## src/design/psi_pkg.sv

```systemverilog
// ---------------------------------------------------------------------------
// psi_pkg
// Shared types, constants and helper functions of the stored-deflate PNG
// encoder: sequencer phases, chunk codes, CRC-32 byte step.
// ---------------------------------------------------------------------------
package psi_pkg;

    // default limits handed to the top level
    localparam int MAX_SIDE_DEF    = 4096;
    localparam int BLOCK_LIMIT_DEF = 65535;

    // widths of the internal counters
    localparam int SIDE_W = 13;
    localparam int COL_W  = 15;
    localparam int RAW_W  = 28;

    // register reset values
    localparam logic [SIDE_W-1:0] WIDTH_RST  = 13'd800;
    localparam logic [SIDE_W-1:0] HEIGHT_RST = 13'd600;

    // register indexes (paddr bit 2)
    localparam logic REG_WIDTH  = 1'b0;
    localparam logic REG_HEIGHT = 1'b1;

    // checksum constants
    localparam logic [31:0] CRC_POLY  = 32'hEDB88320;
    localparam logic [31:0] CRC_INIT  = 32'hFFFFFFFF;
    localparam logic [16:0] ADLER_MOD = 17'd65521;

    // chunk codes and fixed header bytes
    localparam logic [31:0] TYPE_IHDR = 32'h49484452;
    localparam logic [31:0] TYPE_IDAT = 32'h49444154;
    localparam logic [31:0] TYPE_IEND = 32'h49454E44;
    localparam logic [31:0] IHDR_LEN  = 32'd13;
    localparam logic [7:0]  BIT_DEPTH = 8'd8;
    localparam logic [7:0]  COLOR_RGB = 8'd2;
    localparam logic [7:0]  ZLIB_CMF  = 8'h78;
    localparam logic [7:0]  ZLIB_FLG  = 8'h01;
    localparam logic [7:0]  FILTER_NONE = 8'h00;

    // byte sequencer phases
    typedef enum logic [4:0] {
        P_IDLE,
        P_SIG,
        P_IHDR_LEN,
        P_IHDR_TYPE,
        P_IHDR_DATA,
        P_IHDR_CRC,
        P_IDAT_LEN,
        P_IDAT_TYPE,
        P_ZLIB,
        P_BHDR,
        P_FILTER,
        P_PIXEL,
        P_ADLER,
        P_IDAT_CRC,
        P_IEND_LEN,
        P_IEND_TYPE,
        P_IEND_CRC
    } phase_t;

    // png signature bytes
    function automatic logic [7:0] sig_byte(input logic [2:0] i);
        logic [7:0] b;
        case (i)
            3'd0:    b = 8'h89;
            3'd1:    b = 8'h50;
            3'd2:    b = 8'h4E;
            3'd3:    b = 8'h47;
            3'd4:    b = 8'h0D;
            3'd5:    b = 8'h0A;
            3'd6:    b = 8'h1A;
            3'd7:    b = 8'h0A;
            default: b = 8'h00;
        endcase
        return b;
    endfunction

    // big-endian byte of a word
    function automatic logic [7:0] be_byte(input logic [31:0] w, input logic [1:0] i);
        logic [7:0] b;
        case (i)
            2'd0:    b = w[31:24];
            2'd1:    b = w[23:16];
            2'd2:    b = w[15:8];
            2'd3:    b = w[7:0];
            default: b = 8'h00;
        endcase
        return b;
    endfunction

    // reflected crc-32 over one byte
    function automatic logic [31:0] crc_byte(input logic [31:0] crc, input logic [7:0] b);
        logic [31:0] c;
        c = crc ^ {24'd0, b};
        for (int k = 0; k < 8; k++) begin
            c = c[0] ? (CRC_POLY ^ (c >> 1)) : (c >> 1);
        end
        return c;
    endfunction

endpackage

```

## src/design/png_stored_image_encoder.sv

```systemverilog
// ---------------------------------------------------------------------------
// png_stored_image_encoder
// Streams an 8-bit RGB image in as component bytes and a complete PNG file
// out as bytes: signature, IHDR, one IDAT of stored deflate blocks, IEND.
// ---------------------------------------------------------------------------
//
//  channel   | signals                                    | direction
//  ----------+--------------------------------------------+----------
//  config    | psel penable pwrite paddr pwdata prdata    | in / out
//  pixel     | in_valid in_stall pixel_byte               | in
//  png byte  | out_valid out_stall out_byte last_of_run   | out
//            | end_of_file                                |
//
//  One output byte per cycle from a byte sequencer into an output register.
//  A pixel request mid-row emits one byte; a row start adds the filter byte,
//  a stored block start adds 5 header bytes, the first pixel of a file adds
//  43 header bytes and the last pixel adds 20 trailer bytes.
//  The next request is taken in the cycle that the current one's last byte
//  enters the output register. A stall on the output holds the sequencer.
//  Reset is asynchronous, active low; no clearing pass.
//
module png_stored_image_encoder #(
    parameter int MAX_SIDE    = psi_pkg::MAX_SIDE_DEF,
    parameter int BLOCK_LIMIT = psi_pkg::BLOCK_LIMIT_DEF
) (
    input  logic        clk,
    input  logic        rst_n,
    input  logic        psel,
    input  logic        penable,
    input  logic        pwrite,
    input  logic [2:0]  paddr,
    input  logic [31:0] pwdata,
    output logic [31:0] prdata,
    output logic        pready,
    input  logic        in_valid,
    output logic        in_stall,
    input  logic [7:0]  pixel_byte,
    output logic        out_valid,
    input  logic        out_stall,
    output logic [7:0]  out_byte,
    output logic        last_of_run,
    output logic        end_of_file
);

    localparam int SIDE_W = psi_pkg::SIDE_W;
    localparam int COL_W  = psi_pkg::COL_W;
    localparam int RAW_W  = psi_pkg::RAW_W;
    localparam int SIDE_CAP = (MAX_SIDE > 8191) ? 8191 : MAX_SIDE;
    localparam logic [SIDE_W-1:0] CAP   = SIDE_W'(SIDE_CAP);
    localparam logic [15:0]       LIMIT = 16'(BLOCK_LIMIT);
    // exact reciprocal for the rounded-up block count
    localparam int BLK_N  = RAW_W + 1;
    localparam int BLK_L  = $clog2(BLOCK_LIMIT);
    localparam int BLK_S  = BLK_N + BLK_L;
    localparam int PROD_W = 2 * BLK_N + 1;
    localparam longint unsigned BLK_M =
        ((64'd1 << BLK_S) + 64'(BLOCK_LIMIT) - 64'd1) / 64'(BLOCK_LIMIT);

    // configuration registers
    logic [SIDE_W-1:0] width_reg, height_reg;
    // sequencer state
    psi_pkg::phase_t phase_reg, phase_next;
    logic [3:0]        idx_reg, idx_next;
    logic [7:0]        pix_reg, pix_next;
    logic              file_open_reg, file_open_next;
    logic              fd_reg, fd_next;
    logic [31:0]       crc_reg, crc_next;
    logic [15:0]       adler_lo_reg, adler_lo_next;
    logic [15:0]       adler_hi_reg, adler_hi_next;
    logic [COL_W-1:0]  col_reg, col_next;
    logic [SIDE_W-1:0] row_reg, row_next;
    logic [15:0]       bl_reg, bl_next;
    logic [RAW_W-1:0]  rl_reg, rl_next;
    logic [RAW_W-1:0]  raw_reg;
    // block count
    logic [BLK_N-1:0]  blk_num;
    logic [PROD_W-1:0] blk_prod;
    logic [RAW_W-1:0]  blocks_reg;
    logic              div_start;
    // output register
    logic              ov_reg, last_reg, eof_reg;
    logic [7:0]        ob_reg;

    logic              advance, accept;
    logic [7:0]        e_byte;
    logic              e_chk, e_last, e_eof;

    // clamped image size and file geometry
    logic [SIDE_W-1:0] w_use, h_use;
    logic [COL_W-1:0]  row_len;
    logic [RAW_W-1:0]  raw_calc;
    logic [RAW_W-1:0]  blocks;
    logic [31:0]       idat_len;
    logic [15:0]       blk_len;

    assign w_use = (width_reg == '0) ? SIDE_W'(1) : ((width_reg > CAP) ? CAP : width_reg);
    assign h_use = (height_reg == '0) ? SIDE_W'(1) : ((height_reg > CAP) ? CAP : height_reg);
    assign row_len  = COL_W'({w_use, 1'b0}) + COL_W'(w_use);
    assign raw_calc = RAW_W'((row_len + COL_W'(1)) * h_use);
    assign blk_num  = BLK_N'(raw_reg) + BLK_N'(BLOCK_LIMIT - 1);
    assign blk_prod = PROD_W'(blk_num) * PROD_W'(BLK_M);
    assign blocks   = RAW_W'(blk_prod >> BLK_S);
    assign idat_len = 32'(raw_reg) + 32'({blocks_reg, 2'b00}) + 32'(blocks_reg) + 32'd6;
    assign blk_len  = (rl_reg > RAW_W'(LIMIT)) ? LIMIT : rl_reg[15:0];

    // apb port
    assign pready = 1'b1;
    assign prdata = (paddr[2] == psi_pkg::REG_HEIGHT) ? 32'(height_reg) : 32'(width_reg);

    always_ff @(posedge clk or negedge rst_n)
    begin
        if (!rst_n)
        begin
            width_reg  <= psi_pkg::WIDTH_RST;
            height_reg <= psi_pkg::HEIGHT_RST;
        end
        else if (psel && penable && pwrite && !file_open_reg)
        begin
            if (paddr[2] == psi_pkg::REG_WIDTH)
            begin
                width_reg <= pwdata[SIDE_W-1:0];
            end
            else
            begin
                height_reg <= pwdata[SIDE_W-1:0];
            end
        end
    end

    // next raw step: block header, filter byte or pixel byte
    function automatic psi_pkg::phase_t raw_phase(input logic [COL_W-1:0] col,
                                                  input logic fd, input logic [15:0] bl);
        psi_pkg::phase_t p;
        if (bl == '0)
        begin
            p = psi_pkg::P_BHDR;
        end
        else if (col == '0 && !fd)
        begin
            p = psi_pkg::P_FILTER;
        end
        else
        begin
            p = psi_pkg::P_PIXEL;
        end
        return p;
    endfunction

    assign advance  = !ov_reg || !out_stall;
    assign in_stall = (phase_reg != psi_pkg::P_IDLE) && !(advance && e_last);
    assign accept   = in_valid && !in_stall;

    // byte sequencer
    always_comb
    begin
        logic [31:0] crc_base;
        logic [16:0] lo_sum, hi_sum;
        logic [15:0] lo_new;
        logic [15:0] bl_dec;
        logic [COL_W-1:0] col_inc;
        logic [SIDE_W-1:0] row_inc;

        phase_next     = phase_reg;
        idx_next       = idx_reg;
        pix_next       = pix_reg;
        file_open_next = file_open_reg;
        fd_next        = fd_reg;
        crc_next       = crc_reg;
        adler_lo_next  = adler_lo_reg;
        adler_hi_next  = adler_hi_reg;
        col_next       = col_reg;
        row_next       = row_reg;
        bl_next        = bl_reg;
        rl_next        = rl_reg;
        div_start      = 1'b0;
        e_byte = 8'h00;
        e_chk  = 1'b0;
        e_last = 1'b0;
        e_eof  = 1'b0;

        bl_dec  = (bl_reg != '0) ? bl_reg - 16'd1 : bl_reg;
        col_inc = col_reg + COL_W'(1);
        row_inc = row_reg + SIDE_W'(1);

        // byte for the current step
        case (phase_reg)
            psi_pkg::P_SIG:       e_byte = psi_pkg::sig_byte(idx_reg[2:0]);
            psi_pkg::P_IHDR_LEN:  e_byte = psi_pkg::be_byte(psi_pkg::IHDR_LEN, idx_reg[1:0]);
            psi_pkg::P_IHDR_TYPE:
            begin
                e_byte = psi_pkg::be_byte(psi_pkg::TYPE_IHDR, idx_reg[1:0]);
                e_chk  = 1'b1;
            end
            psi_pkg::P_IHDR_DATA:
            begin
                e_chk = 1'b1;
                if (idx_reg < 4'd4)
                begin
                    e_byte = psi_pkg::be_byte(32'(w_use), idx_reg[1:0]);
                end
                else if (idx_reg < 4'd8)
                begin
                    e_byte = psi_pkg::be_byte(32'(h_use), idx_reg[1:0]);
                end
                else if (idx_reg == 4'd8)
                begin
                    e_byte = psi_pkg::BIT_DEPTH;
                end
                else if (idx_reg == 4'd9)
                begin
                    e_byte = psi_pkg::COLOR_RGB;
                end
            end
            psi_pkg::P_IDAT_LEN:  e_byte = psi_pkg::be_byte(idat_len, idx_reg[1:0]);
            psi_pkg::P_IDAT_TYPE:
            begin
                e_byte = psi_pkg::be_byte(psi_pkg::TYPE_IDAT, idx_reg[1:0]);
                e_chk  = 1'b1;
            end
            psi_pkg::P_ZLIB:
            begin
                e_byte = (idx_reg == '0) ? psi_pkg::ZLIB_CMF : psi_pkg::ZLIB_FLG;
                e_chk  = 1'b1;
            end
            psi_pkg::P_BHDR:
            begin
                e_chk = 1'b1;
                case (idx_reg)
                    4'd0:    e_byte = {7'd0, rl_reg <= RAW_W'(LIMIT)};
                    4'd1:    e_byte = blk_len[7:0];
                    4'd2:    e_byte = blk_len[15:8];
                    4'd3:    e_byte = ~blk_len[7:0];
                    default: e_byte = ~blk_len[15:8];
                endcase
            end
            psi_pkg::P_FILTER:
            begin
                e_byte = psi_pkg::FILTER_NONE;
                e_chk  = 1'b1;
            end
            psi_pkg::P_PIXEL:
            begin
                e_byte = pix_reg;
                e_chk  = 1'b1;
            end
            psi_pkg::P_ADLER:
            begin
                e_byte = psi_pkg::be_byte({adler_hi_reg, adler_lo_reg}, idx_reg[1:0]);
                e_chk  = 1'b1;
            end
            psi_pkg::P_IHDR_CRC, psi_pkg::P_IDAT_CRC, psi_pkg::P_IEND_CRC:
                e_byte = psi_pkg::be_byte(~crc_reg, idx_reg[1:0]);
            psi_pkg::P_IEND_TYPE:
            begin
                e_byte = psi_pkg::be_byte(psi_pkg::TYPE_IEND, idx_reg[1:0]);
                e_chk  = 1'b1;
            end
            default: e_byte = 8'h00;
        endcase

        // running chunk crc, restarted at each chunk type
        crc_base = ((phase_reg == psi_pkg::P_IHDR_TYPE || phase_reg == psi_pkg::P_IDAT_TYPE ||
                     phase_reg == psi_pkg::P_IEND_TYPE) && idx_reg == '0)
                   ? psi_pkg::CRC_INIT : crc_reg;

        // adler sums over a raw byte
        lo_sum = 17'(adler_lo_reg) + 17'(e_byte);
        lo_new = (lo_sum >= psi_pkg::ADLER_MOD) ? 16'(lo_sum - psi_pkg::ADLER_MOD)
                                                 : lo_sum[15:0];
        hi_sum = 17'(adler_hi_reg) + 17'(lo_new);

        // state step for one emitted byte
        if (advance && phase_reg != psi_pkg::P_IDLE)
        begin
            if (e_chk)
            begin
                crc_next = psi_pkg::crc_byte(crc_base, e_byte);
            end
            idx_next = idx_reg + 4'd1;
            case (phase_reg)
                psi_pkg::P_SIG:
                    if (idx_reg == 4'd7)
                    begin
                        phase_next = psi_pkg::P_IHDR_LEN;
                        idx_next   = '0;
                    end
                psi_pkg::P_IHDR_LEN:
                    if (idx_reg == 4'd3)
                    begin
                        phase_next = psi_pkg::P_IHDR_TYPE;
                        idx_next   = '0;
                    end
                psi_pkg::P_IHDR_TYPE:
                    if (idx_reg == 4'd3)
                    begin
                        phase_next = psi_pkg::P_IHDR_DATA;
                        idx_next   = '0;
                    end
                psi_pkg::P_IHDR_DATA:
                    if (idx_reg == 4'd12)
                    begin
                        phase_next = psi_pkg::P_IHDR_CRC;
                        idx_next   = '0;
                    end
                psi_pkg::P_IHDR_CRC:
                    if (idx_reg == 4'd3)
                    begin
                        phase_next = psi_pkg::P_IDAT_LEN;
                        idx_next   = '0;
                    end
                psi_pkg::P_IDAT_LEN:
                    if (idx_reg == 4'd3)
                    begin
                        phase_next = psi_pkg::P_IDAT_TYPE;
                        idx_next   = '0;
                    end
                psi_pkg::P_IDAT_TYPE:
                    if (idx_reg == 4'd3)
                    begin
                        phase_next = psi_pkg::P_ZLIB;
                        idx_next   = '0;
                    end
                psi_pkg::P_ZLIB:
                    if (idx_reg == 4'd1)
                    begin
                        phase_next = raw_phase(col_reg, fd_reg, bl_reg);
                        idx_next   = '0;
                    end
                psi_pkg::P_BHDR:
                    if (idx_reg == 4'd4)
                    begin
                        bl_next    = blk_len;
                        phase_next = raw_phase(col_reg, fd_reg, blk_len);
                        idx_next   = '0;
                    end
                psi_pkg::P_FILTER:
                begin
                    bl_next       = bl_dec;
                    rl_next       = (rl_reg != '0) ? rl_reg - RAW_W'(1) : rl_reg;
                    adler_lo_next = lo_new;
                    adler_hi_next = (hi_sum >= psi_pkg::ADLER_MOD)
                                    ? 16'(hi_sum - psi_pkg::ADLER_MOD) : hi_sum[15:0];
                    fd_next       = 1'b1;
                    phase_next    = raw_phase(col_reg, 1'b1, bl_dec);
                    idx_next      = '0;
                end
                psi_pkg::P_PIXEL:
                begin
                    bl_next       = bl_dec;
                    rl_next       = (rl_reg != '0) ? rl_reg - RAW_W'(1) : rl_reg;
                    adler_lo_next = lo_new;
                    adler_hi_next = (hi_sum >= psi_pkg::ADLER_MOD)
                                    ? 16'(hi_sum - psi_pkg::ADLER_MOD) : hi_sum[15:0];
                    fd_next       = 1'b0;
                    idx_next      = '0;
                    if (col_inc >= row_len)
                    begin
                        col_next = '0;
                        if (row_inc >= h_use)
                        begin
                            row_next   = '0;
                            rl_next    = '0;
                            bl_next    = '0;
                            phase_next = psi_pkg::P_ADLER;
                        end
                        else
                        begin
                            row_next   = row_inc;
                            phase_next = psi_pkg::P_IDLE;
                            e_last     = 1'b1;
                        end
                    end
                    else
                    begin
                        col_next   = col_inc;
                        phase_next = psi_pkg::P_IDLE;
                        e_last     = 1'b1;
                    end
                end
                psi_pkg::P_ADLER:
                    if (idx_reg == 4'd3)
                    begin
                        phase_next = psi_pkg::P_IDAT_CRC;
                        idx_next   = '0;
                    end
                psi_pkg::P_IDAT_CRC:
                    if (idx_reg == 4'd3)
                    begin
                        phase_next = psi_pkg::P_IEND_LEN;
                        idx_next   = '0;
                    end
                psi_pkg::P_IEND_LEN:
                    if (idx_reg == 4'd3)
                    begin
                        phase_next = psi_pkg::P_IEND_TYPE;
                        idx_next   = '0;
                    end
                psi_pkg::P_IEND_TYPE:
                    if (idx_reg == 4'd3)
                    begin
                        phase_next = psi_pkg::P_IEND_CRC;
                        idx_next   = '0;
                    end
                psi_pkg::P_IEND_CRC:
                    if (idx_reg == 4'd3)
                    begin
                        phase_next     = psi_pkg::P_IDLE;
                        idx_next       = '0;
                        e_last         = 1'b1;
                        e_eof          = 1'b1;
                        file_open_next = 1'b0;
                    end
                default: idx_next = '0;
            endcase
        end

        // new pixel request
        if (accept)
        begin
            pix_next = pixel_byte;
            idx_next = '0;
            if (!file_open_next)
            begin
                file_open_next = 1'b1;
                div_start      = 1'b1;
                rl_next        = raw_calc;
                bl_next        = '0;
                adler_lo_next  = 16'd1;
                adler_hi_next  = '0;
                col_next       = '0;
                row_next       = '0;
                fd_next        = 1'b0;
                phase_next     = psi_pkg::P_SIG;
            end
            else
            begin
                phase_next = raw_phase(col_next, fd_next, bl_next);
            end
        end
    end

    // control state
    always_ff @(posedge clk or negedge rst_n)
    begin
        if (!rst_n)
        begin
            phase_reg     <= psi_pkg::P_IDLE;
            idx_reg       <= '0;
            file_open_reg <= 1'b0;
            fd_reg        <= 1'b0;
            crc_reg       <= psi_pkg::CRC_INIT;
            adler_lo_reg  <= 16'd1;
            adler_hi_reg  <= '0;
            col_reg       <= '0;
            row_reg       <= '0;
            bl_reg        <= '0;
            rl_reg        <= '0;
            ov_reg        <= 1'b0;
            last_reg      <= 1'b0;
            eof_reg       <= 1'b0;
        end
        else
        begin
            phase_reg     <= phase_next;
            idx_reg       <= idx_next;
            file_open_reg <= file_open_next;
            fd_reg        <= fd_next;
            crc_reg       <= crc_next;
            adler_lo_reg  <= adler_lo_next;
            adler_hi_reg  <= adler_hi_next;
            col_reg       <= col_next;
            row_reg       <= row_next;
            bl_reg        <= bl_next;
            rl_reg        <= rl_next;
            if (advance)
            begin
                ov_reg   <= (phase_reg != psi_pkg::P_IDLE);
                last_reg <= e_last;
                eof_reg  <= e_eof;
            end
        end
    end

    // payload: pixel, output byte, raw size, and the block count registered from the raw size
    always_ff @(posedge clk)
    begin
        pix_reg <= pix_next;
        if (advance)
        begin
            ob_reg <= e_byte;
        end
        if (div_start)
        begin
            raw_reg <= raw_calc;
        end
        blocks_reg <= blocks;
    end

    assign out_valid   = ov_reg;
    assign out_byte    = ob_reg;
    assign last_of_run = last_reg;
    assign end_of_file = eof_reg;

    // the file end is always the last byte of its request
    assert property (@(posedge clk) disable iff (!rst_n)
        out_valid && end_of_file |-> last_of_run)
        else $error("end_of_file without last_of_run");

    // the open block never runs past the rest of the raw data
    assert property (@(posedge clk) disable iff (!rst_n)
        bl_reg <= 16'(rl_reg) || rl_reg > RAW_W'(LIMIT))
        else $error("block count exceeds remaining raw bytes");

    // a closed file leaves the row position at its start
    assert property (@(posedge clk) disable iff (!rst_n)
        !file_open_reg |-> col_reg == '0 && row_reg == '0)
        else $error("row position not cleared with file closed");

endmodule

```

## config.mk

```make
export PLATFORM = sky130hd
export DESIGN_NAME = png_stored_image_encoder
export DESIGN_NICKNAME = d
export VERILOG_FILES = /design/src/design/psi_pkg.sv /design/src/design/png_stored_image_encoder.sv
export SDC_FILE = /design/constraint.sdc
export NUM_CORES = 2
export LEC_CHECK = 0
export BUFFER_PORTS_ARGS = -buffer_cell sky130_fd_sc_hd__buf_2
export CORE_UTILIZATION = 65
export DETAILED_ROUTE_END_ITERATION = 7
export PLACE_DENSITY = 0.89
export SLEW_MARGIN = 20
export SYNTH_ARGS = -nofsm -noshare
export SYNTH_HDL_FRONTEND = slang
export SYNTH_SLANG_ARGS = --single-unit
export TNS_END_PERCENT = 1
```

## constraint.sdc

```tcl
create_clock -name clk -period 22.3 [get_ports clk]
set_clock_uncertainty 0.15 [all_clocks]
set_input_delay 2.23 -clock clk [delete_from_list [all_inputs] [get_ports clk]]
set_output_delay 2.23 -clock clk [all_outputs]
set_load 0.005 [all_outputs]
```

# Yosys cells after proc, flatten, opt, wreduce, memory -nomap -nowiden
# Memory sizes are Yosys's and may differ from the RTL's.
# Index checks and enable logic that the tools add are counted.
dict set report word_totals {
  reg_bits 234
  romBits 56
  in_bits 50
  memories 1
}
dict set report classes {
  addsub 15
  mul 2
  order_cmp 10
  n_eq_ne 41
  mux 119
  bitwise 13
  n_reduce_logical 45
}
# name depth word_bits rd rd_ports_with_merged_regs wr line_no
set memory_table {}
lappend memory_table {{(no name shown)} 8 7 1 0 0 psi_pkg.sv:65} ;# case (i)
# operator n
set op_table {}
lappend op_table {{16-bit two-way mux} 18}
lappend op_table {{32-bit two-way mux} 9}
lappend op_table {{8-bit one-hot mux with 4 select lines} 7}
lappend op_table {{28-bit two-way mux} 6}
lappend op_table {{13-bit two-way mux} 11}
lappend op_table {{13-bit NOT with 14-bit output} 8}
lappend op_table {{8-bit one-hot mux with 12 select lines} 1}
lappend op_table {{5-bit two-way mux} 17}
lappend op_table {{5-bit one-hot mux with 16 select lines} 1}
lappend op_table {{15-bit two-way mux} 5}
lappend op_table {{16-bit zero test} 4}
lappend op_table {{29-bit by 30-bit multiplier with 59-bit output, second input constant} 1}
lappend op_table {{28-bit one-hot mux with 2 select lines} 1}
lappend op_table {{16-bit one-hot mux with 3 select lines} 1}
lappend op_table {{8-bit one-hot mux with 3 select lines} 2}
lappend op_table {{5-bit by 4-bit equality test with 1-bit output, second input constant} 8}
lappend op_table {{4-bit two-way mux} 10}
lappend op_table {{17-bit by 16-bit >= comparator with 1-bit output, second input constant} 2}
lappend op_table {{3-bit inequality test, second input constant} 11}
lappend op_table {{32-bit NOT} 1}
lappend op_table {{16-bit subtractor, second input constant} 2}
lappend op_table {{32-bit by 8-bit XOR with 32-bit output} 1}
lappend op_table {{30-bit by 3-bit adder with 31-bit output, second input constant} 1}
lappend op_table {{29-bit by 14-bit adder with 30-bit output} 1}
lappend op_table {{57 further kinds} 116}

# Depth between registers and ports, before layout
dict set report depth {
  word_depth 24
  depth_mapped 41
  mapped_depth_nobuf 41
}

# Least setup slack after synthesis
# OpenSTA, ideal clock, no wires.
dict set report synth_timing {
  path_kind {register -> register}
  start {register raw_reg[2]}
  end {register adler_hi_reg[13]}
  setup_ps 137
  arrival_time_ps 9645
  required_time_ps 22013
  path_slack_ps 12368
  path_stages_with_launch 41
  synth_period_minus_slack_ps 9932
  cell_sequence {edfxtp_1 > inv_1 > ha_1 > fa_1 > inv_1 > ha_1 > fa_1 > a211oi_1 > o21ai_0 > nand3_1 > or3b_2 > xnor2_1 > o21ai_0 > a41o_4 > ha_1 > fa_1 > a21o_1 > a21oi_1 > [... 5 more ...] > o21a_1 > a32oi_1 > nor2b_1 > xnor2_1 > ha_1 > a21oi_1 > a21boi_0 > o21a_1 > or2_2 > nor4bb_1 > o21ai_0 > nor4_1 > o211a_1 > a41oi_1 > or2_2 > nor3_1 > xnor2_1 > a21oi_1}
}
dict set report synth_between {
  elab_chain_len 15
  word_cells_on_any_way 17
  cone_classes {add/sub (7); order compare (2); mux (8)}
}
# element line_no
set synth_lines {}
lappend synth_lines {{start, declared} png_stored_image_encoder.sv:74} ;# logic [RAW_W-1:0] raw_reg;
lappend synth_lines {{start signal, assigned} png_stored_image_encoder.sv:494} ;# raw_reg <= raw_calc;
lappend synth_lines {{28-bit by 16-bit adder with 29-bit output (*)} png_stored_image_encoder.sv:103} ;# assign idat_len = 32'(raw_reg) + 32'({blocks_reg, 2'b00}) + 32'(blocks_reg) + 32'd6;
lappend synth_lines {{29-bit by 14-bit adder with 30-bit output (*)} png_stored_image_encoder.sv:103}
lappend synth_lines {{30-bit by 3-bit adder with 31-bit output (*)} png_stored_image_encoder.sv:103}
lappend synth_lines {{8-bit one-hot mux with 4 select lines (*)} psi_pkg.sv:82} ;# case (i)
lappend synth_lines {{8-bit one-hot mux with 12 select lines (*)} png_stored_image_encoder.sv:186} ;# case (phase_reg)
lappend synth_lines {{via e_byte[0]} png_stored_image_encoder.sv:85} ;# logic [7:0] e_byte;
lappend synth_lines {{16-bit by 8-bit adder with 17-bit output (*)} png_stored_image_encoder.sv:267} ;# lo_sum = 17'(adler_lo_reg) + 17'(e_byte);
lappend synth_lines {{16-bit subtractor or 17-bit by 16-bit >= comparator with 1-bit output (tied branches)} png_stored_image_encoder.sv:268} ;# lo_new = (lo_sum >= psi_pkg::ADLER_MOD) ? 16'(lo_sum - psi_pkg::ADLER_MOD)
lappend synth_lines {{16-bit two-way mux (*)} png_stored_image_encoder.sv:268}
lappend synth_lines {{16-bit by 16-bit adder with 17-bit output (*)} png_stored_image_encoder.sv:270} ;# hi_sum = 17'(adler_hi_reg) + 17'(lo_new);
lappend synth_lines {{16-bit subtractor or 17-bit by 16-bit >= comparator with 1-bit output (tied branches)} --}
lappend synth_lines {{16-bit two-way mux (*)} {png_stored_image_encoder.sv:342, png_stored_image_encoder.sv:353}}
lappend synth_lines {{16-bit two-way mux (*)} --}
lappend synth_lines {{16-bit two-way mux (*)} png_stored_image_encoder.sv:273} ;# if (advance && phase_reg != psi_pkg::P_IDLE)
lappend synth_lines {{16-bit two-way mux} png_stored_image_encoder.sv:422} ;# if (!file_open_next)
lappend synth_lines {{16-bit two-way mux (*)} png_stored_image_encoder.sv:418} ;# if (accept)
lappend synth_lines {{via adler_hi_next[13]} png_stored_image_encoder.sv:69} ;# logic [15:0] adler_hi_reg, adler_hi_next;
lappend synth_lines {{end signal, assigned} png_stored_image_encoder.sv:470} ;# adler_hi_reg <= adler_hi_next;
lappend synth_lines {{end, declared} png_stored_image_encoder.sv:69}
# The timed path passes the listed nets; every way through them passes the cells marked *.
# A chain may end at the register's enable or synchronous reset.

# Worst setup path in the final report
dict set report layout_timing {
  start {register raw_reg[3]}
  end {register adler_hi_reg[9]}
}
# The elaborated chain is that of the path after synthesis.

==> out/summary.log <==
qor: synth.number_of_synthesized_flops_with_an_enable_pin 44
qor: synth.postSynth.asyncResetShare 75.2%
qor: placed_design.dpl.hpwl 62400 um
qor: flow_run.drv.max_cap_violation_count 0
qor: worst_setup_path.critical_path_s_largest_stage_delay 620 ps
qor: synth.netlist_area 0.0277 mm2
qor: grt.initial_antenna_violation_count 1
qor: timing.timing.slew.headroom 23.0%
qor: timing.maxSlewViolCount 0
qor: drt.antenna_nets_post_route 0
qor: floorplanning.design.core.area 0.0419 mm2
qor: synth.synthTopCellsByArea sky130_fd_sc_hd__ha_1, sky130_fd_sc_hd__fa_1, sky130_fd_sc_hd__dfrtp_1
qor: clocking.cts_inserted_buffers 29
qor: grt.globalRouteMet2Util 62.6%
qor: drt.detailroute.via_count 24600
qor: synth.ys.flop_type sky130_fd_sc_hd__dfrtp_1
qor: worst_setup_path.critical_path.slowest_cell sky130_fd_sc_hd__a32oi_1
qor: drt.initialDrtViolationCount 2602
qor: drt.wirelength 80800 um
qor: clocking.master_cell_of_the_clock_root_buffer sky130_fd_sc_hd__clkbuf_16
qor: synth.synth.lib_cells_used.distinct 92
qor: synth.most_used_standard_cell_by_instance_count_after_synthesis sky130_fd_sc_hd__nand2_1
qor: min_path.worstHoldStart crc_reg[23]
qor: worst_setup_path.timing.critical_path.from_type register
qor: worst_setup_path.critPathArrivalTime 12320 ps
qor: synth.ys.warnings.count 0
qor: worst_setup_path.cp_common_cell sky130_fd_sc_hd__a21oi_1
qor: clocking.cts_tree built
qor: grt.top_usage_layer met2
qor: clocking.postCtsSetupBuffers 0
qor: worst_setup_path.worst_r2r_endpoint adler_hi_reg[9]
qor: min_path.hold_class reg2reg
qor: floorplanning.die_h 208 um
qor: worst_setup_path.setup.worst_path.class reg2reg
qor: timing.report.final.setup_viol 0
qor: synth.syn_area_per_cell 8.42 um2
qor: floorplanning.chipWidth 208 um
qor: grt.grt_met1_usage 47.3%
qor: floorplanning.floorplan.io_pins 95
qor: final_layout.drive_above_1_share 8.25%
qor: clocking.ctsLongestPathBuffers 3
qor: timing.finalCriticalPeriod 12020 ps
qor: synth.ys_ff_latch 234
qor: drt.routed_wire_length_per_instance 21.1 um
qor: worst_setup_path.regToRegSetupSlack 10280 ps
qor: final_layout.largest_register_ff_count 32
qor: synth.seq_area_frac_synth 21.9%
qor: timing.rsz0062_at_grt false
qor: floorplanning.dieArea 0.0434 mm2
qor: run_status.result_of_the_run finished clean
qor: clocking.cts_resized 0
qor: floorplanning.starting_density 66.0%
qor: synth.post-synth-top-area-fraction 14.1%
qor: grt.grt_max_degree 107
qor: synth.yosysTopAreaCell sky130_fd_sc_hd__ha_1
qor: grt.global_route.usage.total 37.2%
qor: placed_design.buffer_ports.inserted 53
qor: grt.grt_pass1_vias 24400
qor: timing.maxClockFrequency 83.2 MHz
qor: final_layout.diodes 0
qor: min_path.min_delay_worst_endpoint crc_reg[23]
qor: placed_design.post-place-cells 3769
qor: clocking.hold_bufs_inserted_after_cts 0
qor: worst_setup_path.reg2regPathDepth 39
qor: floorplanning.core.rowCount 75
qor: final_layout.layout.cells.non_filler 3822
qor: drt.drtPass1Iterations 6
qor: synth.syn_inst 3286
qor: clocking.cts.reportedPaths.clkPinSlew 70 ps
qor: worst_setup_path.crit_required 22590 ps
qor: worst_setup_path.cp-startpoint raw_reg[3]
qor: worst_setup_path.critical_path.max_fanout 9
qor: timing.hold_viol 0
qor: timing.setup_total_negative_slack 0 ps
qor: drt.avgViaCountPerCell 6.44
qor: drt.drt_drc_violations_left 0
qor: grt.gr-total-overflow 0
qor: grt.grtUsageMet3 5.36%
qor: placed_design.routabilityCongestion 0.987
qor: worst_setup_path.startpoint_of_the_worst_slack_reg_to_reg_timing_path raw_reg[3]
qor: timing.tightestPinTransition 1150 ps
qor: final_layout.nets 3795
qor: min_path.worst_hold_path.num_cells 2
qor: synth.post_synth_most_frequent_cells sky130_fd_sc_hd__nand2_1, sky130_fd_sc_hd__ha_1, sky130_fd_sc_hd__nor2_1
qor: clocking.htree_num_levels 1
qor: clocking.clock_sinks 234
qor: final_layout.areaGrowthSynthToFinish 5.63%
qor: worst_setup_path.worstSetupEndpointType register
qor: timing.layout_worst_path_cycle_share 53.9%
qor: grt.grt_first_pass_wirelength 129000 um
qor: clocking.worstSkewPairLatency 580 ps
==> worst max-delay path: cells and delay by family, from the launching register on <==
family	cells	cell delay, ps
adder cells (fa/ha/maj)	5	2130
AND/OR/NAND/NOR	7	2130
AO/OA/AOI/OAI	22	5940
XOR/XNOR	3	880
buffers and inverters	2	170
flip-flops	1	490
==> logic make-up (layout without fill, tap and decap cells) <==
family | Yosys count | in the layout | synth area share [%]
simple gates | 1108 | 1108 | 18.9
mux | 57 | 57 | 2.25
fa+ha+maj | 484 | 484 | 26.5
xor+xnor | 250 | 250 | 8.18
flops | 234 | 234 | 21.9
other cells | 2 | 33 | 0.0271
buf+inv | 470 | 436 | 6.70
compound gates | 681 | 681 | 15.6
==> area by class of cell <==
type                    instances  area (um2)
clock inverters                13        88.8
clock buffers                  40         818
well taps                     539         674
repair buffers                 86         523
flip-flops and latches        234        6060
inverters                     297        1120
fillers                      3272       12700
multi-input cells            2613       20000
==> per-layer routing <==
metal / up-vias / part of all wire [%]
met5: - / 0
met4: 0 / 5.2
met3: 274 / 8.0
met2: 1270 / 48
met1: 11900 / 39
li1: 11200 / -
==> how the worst max path moves through the flow <==
stage	cells after the start	slack (ps)	to
6_report	39	10280	adler_hi_reg[9]
5_1_grt	39	9560	adler_hi_reg[13]
4_1_cts	40	10520	adler_hi_reg[13]
3_5_place_dp	40	10570	adler_hi_reg[13]
3_3_place_gp	39	10520	adler_hi_reg[13]
2_1_floorplan	40	12370	adler_hi_reg[13]
==> per-stage QoR <==
stage	hold slack, ps	worst slack [ps]	area (um2)	util (%)
2_1_floorplan	300	12370	27800	-
3_3_place_gp	309	10520	28300	67.4
3_5_place_dp	324	10570	28300	67.5
4_1_cts	333	10520	29200	69.6
5_1_grt	355	9560	29200	69.7
6_report	332	10280	29200	69.7
==> cells in the final DEF (no fill, tap or decap), types with 19 or more instances in the layout <==
cell                        instances
sky130_fd_sc_hd__o22ai_1           21
sky130_fd_sc_hd__a21oi_1          177
sky130_fd_sc_hd__a22oi_1           20
sky130_fd_sc_hd__nand2b_1          19
sky130_fd_sc_hd__nand4_1           23
sky130_fd_sc_hd__and2_1            54
sky130_fd_sc_hd__nor3_1            76
sky130_fd_sc_hd__nor2_1           300
sky130_fd_sc_hd__fa_1             171
sky130_fd_sc_hd__a21o_1            37
sky130_fd_sc_hd__ha_1             313
sky130_fd_sc_hd__nand2_1          367
sky130_fd_sc_hd__dfrtp_1          135
sky130_fd_sc_hd__o21a_1            24
sky130_fd_sc_hd__nor2b_1           45
sky130_fd_sc_hd__dfstp_2           40
sky130_fd_sc_hd__buf_2             52
sky130_fd_sc_hd__and3_1            25
sky130_fd_sc_hd__xor2_1            91
sky130_fd_sc_hd__conb_1            33
sky130_fd_sc_hd__o21ai_0          188
sky130_fd_sc_hd__or3_1             21
sky130_fd_sc_hd__inv_1            293
sky130_fd_sc_hd__xnor2_1          147
sky130_fd_sc_hd__mux2_2            42
sky130_fd_sc_hd__buf_4             32
sky130_fd_sc_hd__nand3_1           64
sky130_fd_sc_hd__clkbuf_16         30
sky130_fd_sc_hd__a31oi_1           26
sky130_fd_sc_hd__nor4_1            27
sky130_fd_sc_hd__edfxtp_1          44
Power is not shown: default switching activity piles up to over one toggle a cycle in this logic, so the estimate is an artifact.
